$ cat src/rtl/assert_macros.svh
// ----------------------------------------------------------------------------
// assert_macros.svh
// Concurrent assertion helpers for the RTL.
// ----------------------------------------------------------------------------
`ifndef ASSERT_MACROS_SVH
`define ASSERT_MACROS_SVH

// Same-cycle implication, sampled on the rising clock edge, off during reset.
`define ASSERT_IMPLY(label, clk, rst_n, ante, cons) \
    label: assert property (@(posedge clk) disable iff (!rst_n) (ante) |-> (cons)) \
        else $error("assertion failed: same-cycle implication");

// Next-cycle implication, sampled on the rising clock edge, off during reset.
`define ASSERT_NEXT(label, clk, rst_n, ante, cons) \
    label: assert property (@(posedge clk) disable iff (!rst_n) (ante) |=> (cons)) \
        else $error("assertion failed: next-cycle implication");

`endif

$ cat src/rtl/etc1_pkg.sv
// ----------------------------------------------------------------------------
// etc1_pkg
// Types, constants and helper functions for the ETC1 block decoder.
// ----------------------------------------------------------------------------
package etc1_pkg;

    localparam int unsigned TexelCount = 16;

    typedef logic [1:0] coord_t;
    typedef logic [3:0] texel_idx_t;

    typedef struct packed {
        logic [7:0] red;
        logic [7:0] green;
        logic [7:0] blue;
    } rgb_t;

    localparam logic [7:0] ModSmall [8] = '{8'd2, 8'd5, 8'd9, 8'd13,
                                            8'd18, 8'd24, 8'd33, 8'd47};
    localparam logic [7:0] ModLarge [8] = '{8'd8, 8'd17, 8'd29, 8'd42,
                                            8'd60, 8'd80, 8'd106, 8'd183};

    function automatic logic [7:0] expand4(input logic [3:0] v);
        return {v, v};
    endfunction

    function automatic logic [7:0] expand5(input logic [4:0] v);
        return {v, v[4:2]};
    endfunction

    function automatic logic [7:0] clamp8(input logic signed [9:0] v);
        logic [7:0] res;
        if (v < 10'sd0)
            res = 8'd0;
        else if (v > 10'sd255)
            res = 8'd255;
        else
            res = v[7:0];
        return res;
    endfunction

endpackage

$ cat src/rtl/etc1_block_decoder.sv
// ----------------------------------------------------------------------------
// etc1_block_decoder
// ETC1 block decoder: one 64-bit block in, sixteen RGB888 texels out.
// ----------------------------------------------------------------------------
// Usage:
//   Input: drive block_word and raise start; the transaction is taken at a
//   rising edge where start is high and busy is low.
//   Output: texels leave in raster order, one per cycle, each shown for one
//   cycle with texel_valid high; last_texel marks the sixteenth.
//   Timing: the accepting edge loads the counter and active flag; the output
//   registers then take texel 0, and the other texels follow in raster order.
//   Overlap: a single texel datapath decodes the blocks one after another.
//   busy drops while texel 15 is being formed, so the next block enters
//   then and the texel stream runs without gaps.
//   Reset: clears the texel counter and strobe; no texel is emitted until a
//   block is accepted.
//   The receiver cannot stall: it must take each texel in its cycle.
// ----------------------------------------------------------------------------
`include "assert_macros.svh"

module etc1_block_decoder
    import etc1_pkg::*;
(
    input  logic        clk,
    input  logic        rst_n,
    input  logic        start,
    output logic        busy,
    input  logic [63:0] block_word,
    output logic        texel_valid,
    output logic [1:0]  texel_x,
    output logic [1:0]  texel_y,
    output logic [7:0]  red,
    output logic [7:0]  green,
    output logic [7:0]  blue,
    output logic        last_texel
);

    localparam texel_idx_t LastIdx = texel_idx_t'(TexelCount - 1);

    logic [63:0] block_reg;
    texel_idx_t  cnt_reg;
    logic        active_reg;
    logic        valid_reg;
    logic        last_reg;
    coord_t      x_reg;
    coord_t      y_reg;
    rgb_t        color_reg;
    rgb_t        color_next;
    logic        accept;

    assign busy   = active_reg && (cnt_reg != LastIdx);
    assign accept = start && !busy;

    etc1_texel_calc u_texel
    (
        .block_word (block_reg),
        .texel_x    (cnt_reg[1:0]),
        .texel_y    (cnt_reg[3:2]),
        .color      (color_next)
    );

    always_ff @(posedge clk or negedge rst_n)
    begin
        if (!rst_n)
        begin
            cnt_reg    <= '0;
            active_reg <= 1'b0;
            valid_reg  <= 1'b0;
            last_reg   <= 1'b0;
        end
        else
        begin
            valid_reg <= active_reg;
            last_reg  <= active_reg && (cnt_reg == LastIdx);
            if (accept)
            begin
                cnt_reg    <= '0;
                active_reg <= 1'b1;
            end
            else if (active_reg)
            begin
                cnt_reg <= cnt_reg + texel_idx_t'(1);
                if (cnt_reg == LastIdx)
                    active_reg <= 1'b0;
            end
        end
    end

    always_ff @(posedge clk)
    begin
        if (accept)
            block_reg <= block_word;
        x_reg     <= cnt_reg[1:0];
        y_reg     <= cnt_reg[3:2];
        color_reg <= color_next;
    end

    assign texel_valid = valid_reg;
    assign texel_x     = x_reg;
    assign texel_y     = y_reg;
    assign red         = color_reg.red;
    assign green       = color_reg.green;
    assign blue        = color_reg.blue;
    assign last_texel  = last_reg;

    `ASSERT_IMPLY(a_last_pos, clk, rst_n, last_texel, texel_valid && texel_x == 2'd3 && texel_y == 2'd3)
    `ASSERT_NEXT(a_first_texel, clk, rst_n, active_reg && cnt_reg == '0, texel_valid && {x_reg, y_reg} == '0)
    `ASSERT_NEXT(a_no_gap, clk, rst_n, texel_valid && !last_texel, texel_valid)
    `ASSERT_NEXT(a_busy_emits, clk, rst_n, busy, texel_valid && !last_texel)

endmodule

$ cat src/rtl/etc1_texel_calc.sv
// ----------------------------------------------------------------------------
// etc1_texel_calc
// Decodes the color of one texel of an ETC1 block from its tile position.
// ----------------------------------------------------------------------------
module etc1_texel_calc
    import etc1_pkg::*;
(
    input  logic [63:0] block_word,
    input  coord_t      texel_x,
    input  coord_t      texel_y,
    output rgb_t        color
);

    function automatic logic [7:0] base_of(input logic [7:0] chan_bits,
                                           input logic diff, input logic sub);
        logic [4:0] sum5;
        logic [7:0] res;
        sum5 = chan_bits[7:3] + {{2{chan_bits[2]}}, chan_bits[2:0]};
        if (!diff)
            res = sub ? expand4(chan_bits[3:0]) : expand4(chan_bits[7:4]);
        else
            res = sub ? expand5(sum5) : expand5(chan_bits[7:3]);
        return res;
    endfunction

    function automatic logic [7:0] apply_mod(input logic [7:0] base,
                                             input logic [7:0] mag,
                                             input logic negative);
        logic signed [9:0] b;
        logic signed [9:0] m;
        b = $signed({2'b00, base});
        m = $signed({2'b00, mag});
        return clamp8(negative ? (b - m) : (b + m));
    endfunction

    logic        diff;
    logic        flip;
    logic        sub;
    logic [3:0]  pos;
    logic [15:0] lsb_bits;
    logic [15:0] msb_bits;
    logic [2:0]  codeword;
    logic [7:0]  mag;
    logic        negative;

    always_comb
    begin
        diff     = block_word[33];
        flip     = block_word[32];
        sub      = flip ? texel_y[1] : texel_x[1];
        pos      = {texel_x, texel_y};
        lsb_bits = block_word[15:0];
        msb_bits = block_word[31:16];
        codeword = sub ? block_word[36:34] : block_word[39:37];
        mag      = lsb_bits[pos] ? ModLarge[codeword] : ModSmall[codeword];
        negative = msb_bits[pos];

        color.red   = apply_mod(base_of(block_word[63:56], diff, sub), mag, negative);
        color.green = apply_mod(base_of(block_word[55:48], diff, sub), mag, negative);
        color.blue  = apply_mod(base_of(block_word[47:40], diff, sub), mag, negative);
    end

endmodule
$ cat config.mk
export PLATFORM = sky130hd
export DESIGN_NAME = etc1_block_decoder
export DESIGN_NICKNAME = d
export VERILOG_FILES = /design/src/rtl/etc1_pkg.sv /design/src/rtl/etc1_block_decoder.sv /design/src/rtl/etc1_texel_calc.sv
export VERILOG_INCLUDE_DIRS = /design/src /design/src/rtl
export SDC_FILE = /design/constraint.sdc
export NUM_CORES = 1
export LEC_CHECK = 0
export BUFFER_PORTS_ARGS = -buffer_cell sky130_fd_sc_hd__buf_2
export CORE_MARGIN = 5
export CORE_UTILIZATION = 30
export CTS_CLUSTER_DIAMETER = 80
export CTS_CLUSTER_SIZE = 12
export DETAILED_ROUTE_END_ITERATION = 8
export GPL_ROUTABILITY_DRIVEN = 0
export PLACE_DENSITY_LB_ADDON = 0.15
export SYNTH_ARGS = -nofsm -noshare
export SYNTH_HDL_FRONTEND = slang
export SYNTH_SLANG_ARGS = --single-unit
$ cat constraint.sdc
create_clock -name clk -period 5.4 [get_ports clk]
set_clock_uncertainty 0.05 [all_clocks]
set_input_delay 1.35 -clock clk [delete_from_list [all_inputs] [get_ports clk]]
set_output_delay 1.35 -clock clk [all_outputs]
set_load 0.05 [all_outputs]
==> impl_metrics.tcl <==
set metrics [dict create \
    synth-simple-area-share 0.144 \
    boundaryPins 98 \
    totalNegativeSetupSlack_ps 0 \
    num_rows 54 \
    gr-total-overflow 0 \
    placement.io_buffers 97 \
    stdcell_count 1047 \
    cts.reportedPaths.clkPinSlew_ps 80 \
    finalCriticalPeriod_ps 4670 \
    worstSkewPairLatency_ps 360 \
    worst_slew_margin_rel 0.437 \
    number_of_antenna_violations_at_the_first_check_in_global_routing 0 \
    setup_viol_count_final 0 \
    grt_start_max_net_pins 43 \
    hold_path.class "flip-flop to flip-flop" \
    final_layout_size_suffix_gt1_frac 0.197 \
    detailedPlacementHpwl_um 14000 \
    nNetsFinal 905 \
    post_synth_inst_count 676 \
    post_synthesis_to_final_layout_area_growth_pct 15.6 \
    timing_worst_slew_pin_value_ps 822 \
    drt-pass1-iter-count 5 \
    synth-edff-count 64 \
    floorplan.die_area_um2 25600 \
    post_cts_hold_buffer_count 0 \
    synthTopCellsByCount "sky130_fd_sc_hd__ha_1 (67), sky130_fd_sc_hd__edfxtp_1 (64), sky130_fd_sc_hd__nor2_1 (62)" \
    synth-compound-area-share 0.188 \
    num_vias 5335 \
    synth-async-reset-ratio 0.0707 \
    synth_top_family_by_area "compound AO/OA/AOI/OAI gates" \
    yosys.area_share.adder 0.151 \
    synthesis.area_per_instance_um2 9.97 \
    die_h_um 160 \
    multi_input_area_um2 3820 \
    postCtsSetupRepairBufs 0 \
    clockRootBuffer "sky130_fd_sc_hd__clkbuf_16" \
    initial_core_utilization 0.307 \
    yosysMostFrequentCell "sky130_fd_sc_hd__ha_1" \
    critical_path.startpoint_type "flip-flop" \
    via_per_inst 5.10 \
    fp.coreArea_um2 22000 \
    cts_resized 0 \
    crit_arrival_ps 4870 \
    final-hold-violation-count 0 \
    grt_first_pass_wirelength_um 28300 \
    netlist_area_um2 6740 \
    chipWidth_um 160 \
    grt_setup_unrepaired "false" \
    period_share 0.865 \
    met3RoutedLength_um 712 \
    critical_path.max_fanout 13 \
    num-fill-cells 2227 \
    synth_xor_xnor_area_share 0.0143 \
    largest_register_ffs 64 \
    dominantRegCellSynth "sky130_fd_sc_hd__edfxtp_1" \
    drt_iter0_drcs 475 \
    first_global_vias 5346 \
    drt-total-wl_um 17800 \
    hold_ws_ps 532 \
    max_freq_mhz 214 \
    routedWlPerCell_um 17.0 \
    cts_buffer_depth 2 \
    synth_seq_area_share 0.394 \
    globalRouteTotalUtil 0.137 \
    met2_wirelength_um 7660 \
    cts_tree "built" \
    synth.net_count 819 \
    maxCapViolCount 0 \
    yosysTopAreaCellShare 0.285 \
    clock_tree.htree_level_count 3 \
    top_layer "met4" \
    drcViolationCount 0 \
    area_taken_by_flip_flops_and_latches_um2 2660 \
    crit_type "flip-flop to flip-flop" \
    worst-endpoint-required_ps 5600 \
    synth.mux.area_fraction 0.0687 \
    post_synth_num_cell_types 63 \
    largest_area_contributor_in_the_netlist "sky130_fd_sc_hd__edfxtp_1" \
    insertedDiodeCount 0 \
    met1Wirelength_um 9050 \
    post_placement_cell_count 1031 \
    cts_num_sinks 99 \
    yosys_warns 0 \
    route.antenna.remaining_nets 0 \
    end_kind "flip-flop" \
    outcome "finished clean" \
    cts_made_buffers 9 \
    slew_viol_final 0 \
    largest_cells_by_area_after_synthesis "sky130_fd_sc_hd__edfxtp_1 (29%), sky130_fd_sc_hd__ha_1 (12%), sky130_fd_sc_hd__dfxtp_1 (8.3%)" \
    yosys_register_bits 99 \
]
[logic make-up (layout without fill, tap and decap cells)]
| logic type | after synthesis | in the layout |
|---|---|---|
| flops | 99 | 99 |
| simple gates | 200 | 200 |
| xor+xnor | 11 | 11 |
| compound gates | 197 | 197 |
| mux | 31 | 31 |
| fa+ha+maj | 76 | 76 |
| buf+inv | 62 | 153 |
[path summary, 6_finish.rpt]
kind / from / slack, ps / to / cells after the start
max: cnt_reg[2]$_DFFE_PN0P_ / 730 / green[6]$_SDFF_PP0_ / 13
min: active_reg$_DFF_PN0_ / 530 / texel_valid$_DFF_PN0_ / 0
max reg2reg: cnt_reg[2]$_DFFE_PN0P_ / 730 / green[6]$_SDFF_PP0_ / 13
min reg2reg: active_reg$_DFF_PN0_ / 530 / texel_valid$_DFF_PN0_ / 0
max in group asynchronous: rst_n / 4380 / cnt_reg[2]$_DFFE_PN0P_ / 1
min in group asynchronous: rst_n / 750 / cnt_reg[3]$_DFFE_PN0P_ / 1
[metal layers]
metal / up-vias / track usage
li1: 2678 / -
met1: 2507 / 0.202
met2: 127 / 0.203
met3: 23 / 0.0237
met4: 0 / 0.0485
met5: - / 0
[area by class of cell]
type / count / share of cell area
multi-input cells: 515 / 0.490
flip-flops and latches: 99 / 0.341
repair buffers: 106 / 0.0710
well taps: 280 / 0.0450
clock buffers: 10 / 0.0294
inverters: 31 / 0.0149
clock inverters: 6 / 0.00835
[metrics by stage]
| stage | cell area (µm²) | util | setup WS [ps] |
|---|---|---|---|
| finish | 7790 | 0.355 | 727 |
| global route | 7790 | 0.355 | 497 |
| CTS | 7790 | 0.355 | 756 |
| detailed placement | 7500 | 0.342 | 773 |
| global placement | 7500 | 0.342 | 916 |
| floorplan | 6740 | - | 933 |
[cells in the final DEF, fill, tap and decap left out, types with 13 or more instances in the layout]
cell type / instances
sky130_fd_sc_hd__o21ai_0: 33
sky130_fd_sc_hd__a21oi_1: 56
sky130_fd_sc_hd__buf_2: 97
sky130_fd_sc_hd__a21o_1: 20
sky130_fd_sc_hd__mux2i_1: 13
sky130_fd_sc_hd__ha_1: 67
sky130_fd_sc_hd__a211oi_1: 13
sky130_fd_sc_hd__dfxtp_1: 28
sky130_fd_sc_hd__edfxtp_1: 64
sky130_fd_sc_hd__inv_1: 30
sky130_fd_sc_hd__nand3_1: 20
sky130_fd_sc_hd__nand2_1: 46
sky130_fd_sc_hd__nor2_1: 62
[worst max-delay path, cell delays in order, from the launching register on]
cell and delay, ps:
sky130_fd_sc_hd__dfrtp_1 490, sky130_fd_sc_hd__mux4_2 540, sky130_fd_sc_hd__mux4_2 660, sky130_fd_sc_hd__a211oi_1 290, sky130_fd_sc_hd__a21o_1 280, sky130_fd_sc_hd__ha_1 220
sky130_fd_sc_hd__inv_1 60, sky130_fd_sc_hd__fa_1 400, sky130_fd_sc_hd__nor2b_1 160, sky130_fd_sc_hd__o221ai_1 360, sky130_fd_sc_hd__a211oi_1 150, sky130_fd_sc_hd__or2_2 360
sky130_fd_sc_hd__a31o_2 250, sky130_fd_sc_hd__a211o_1 280
Power is not shown: default switching activity piles up to over one toggle a cycle in this logic, so the estimate is an artifact.
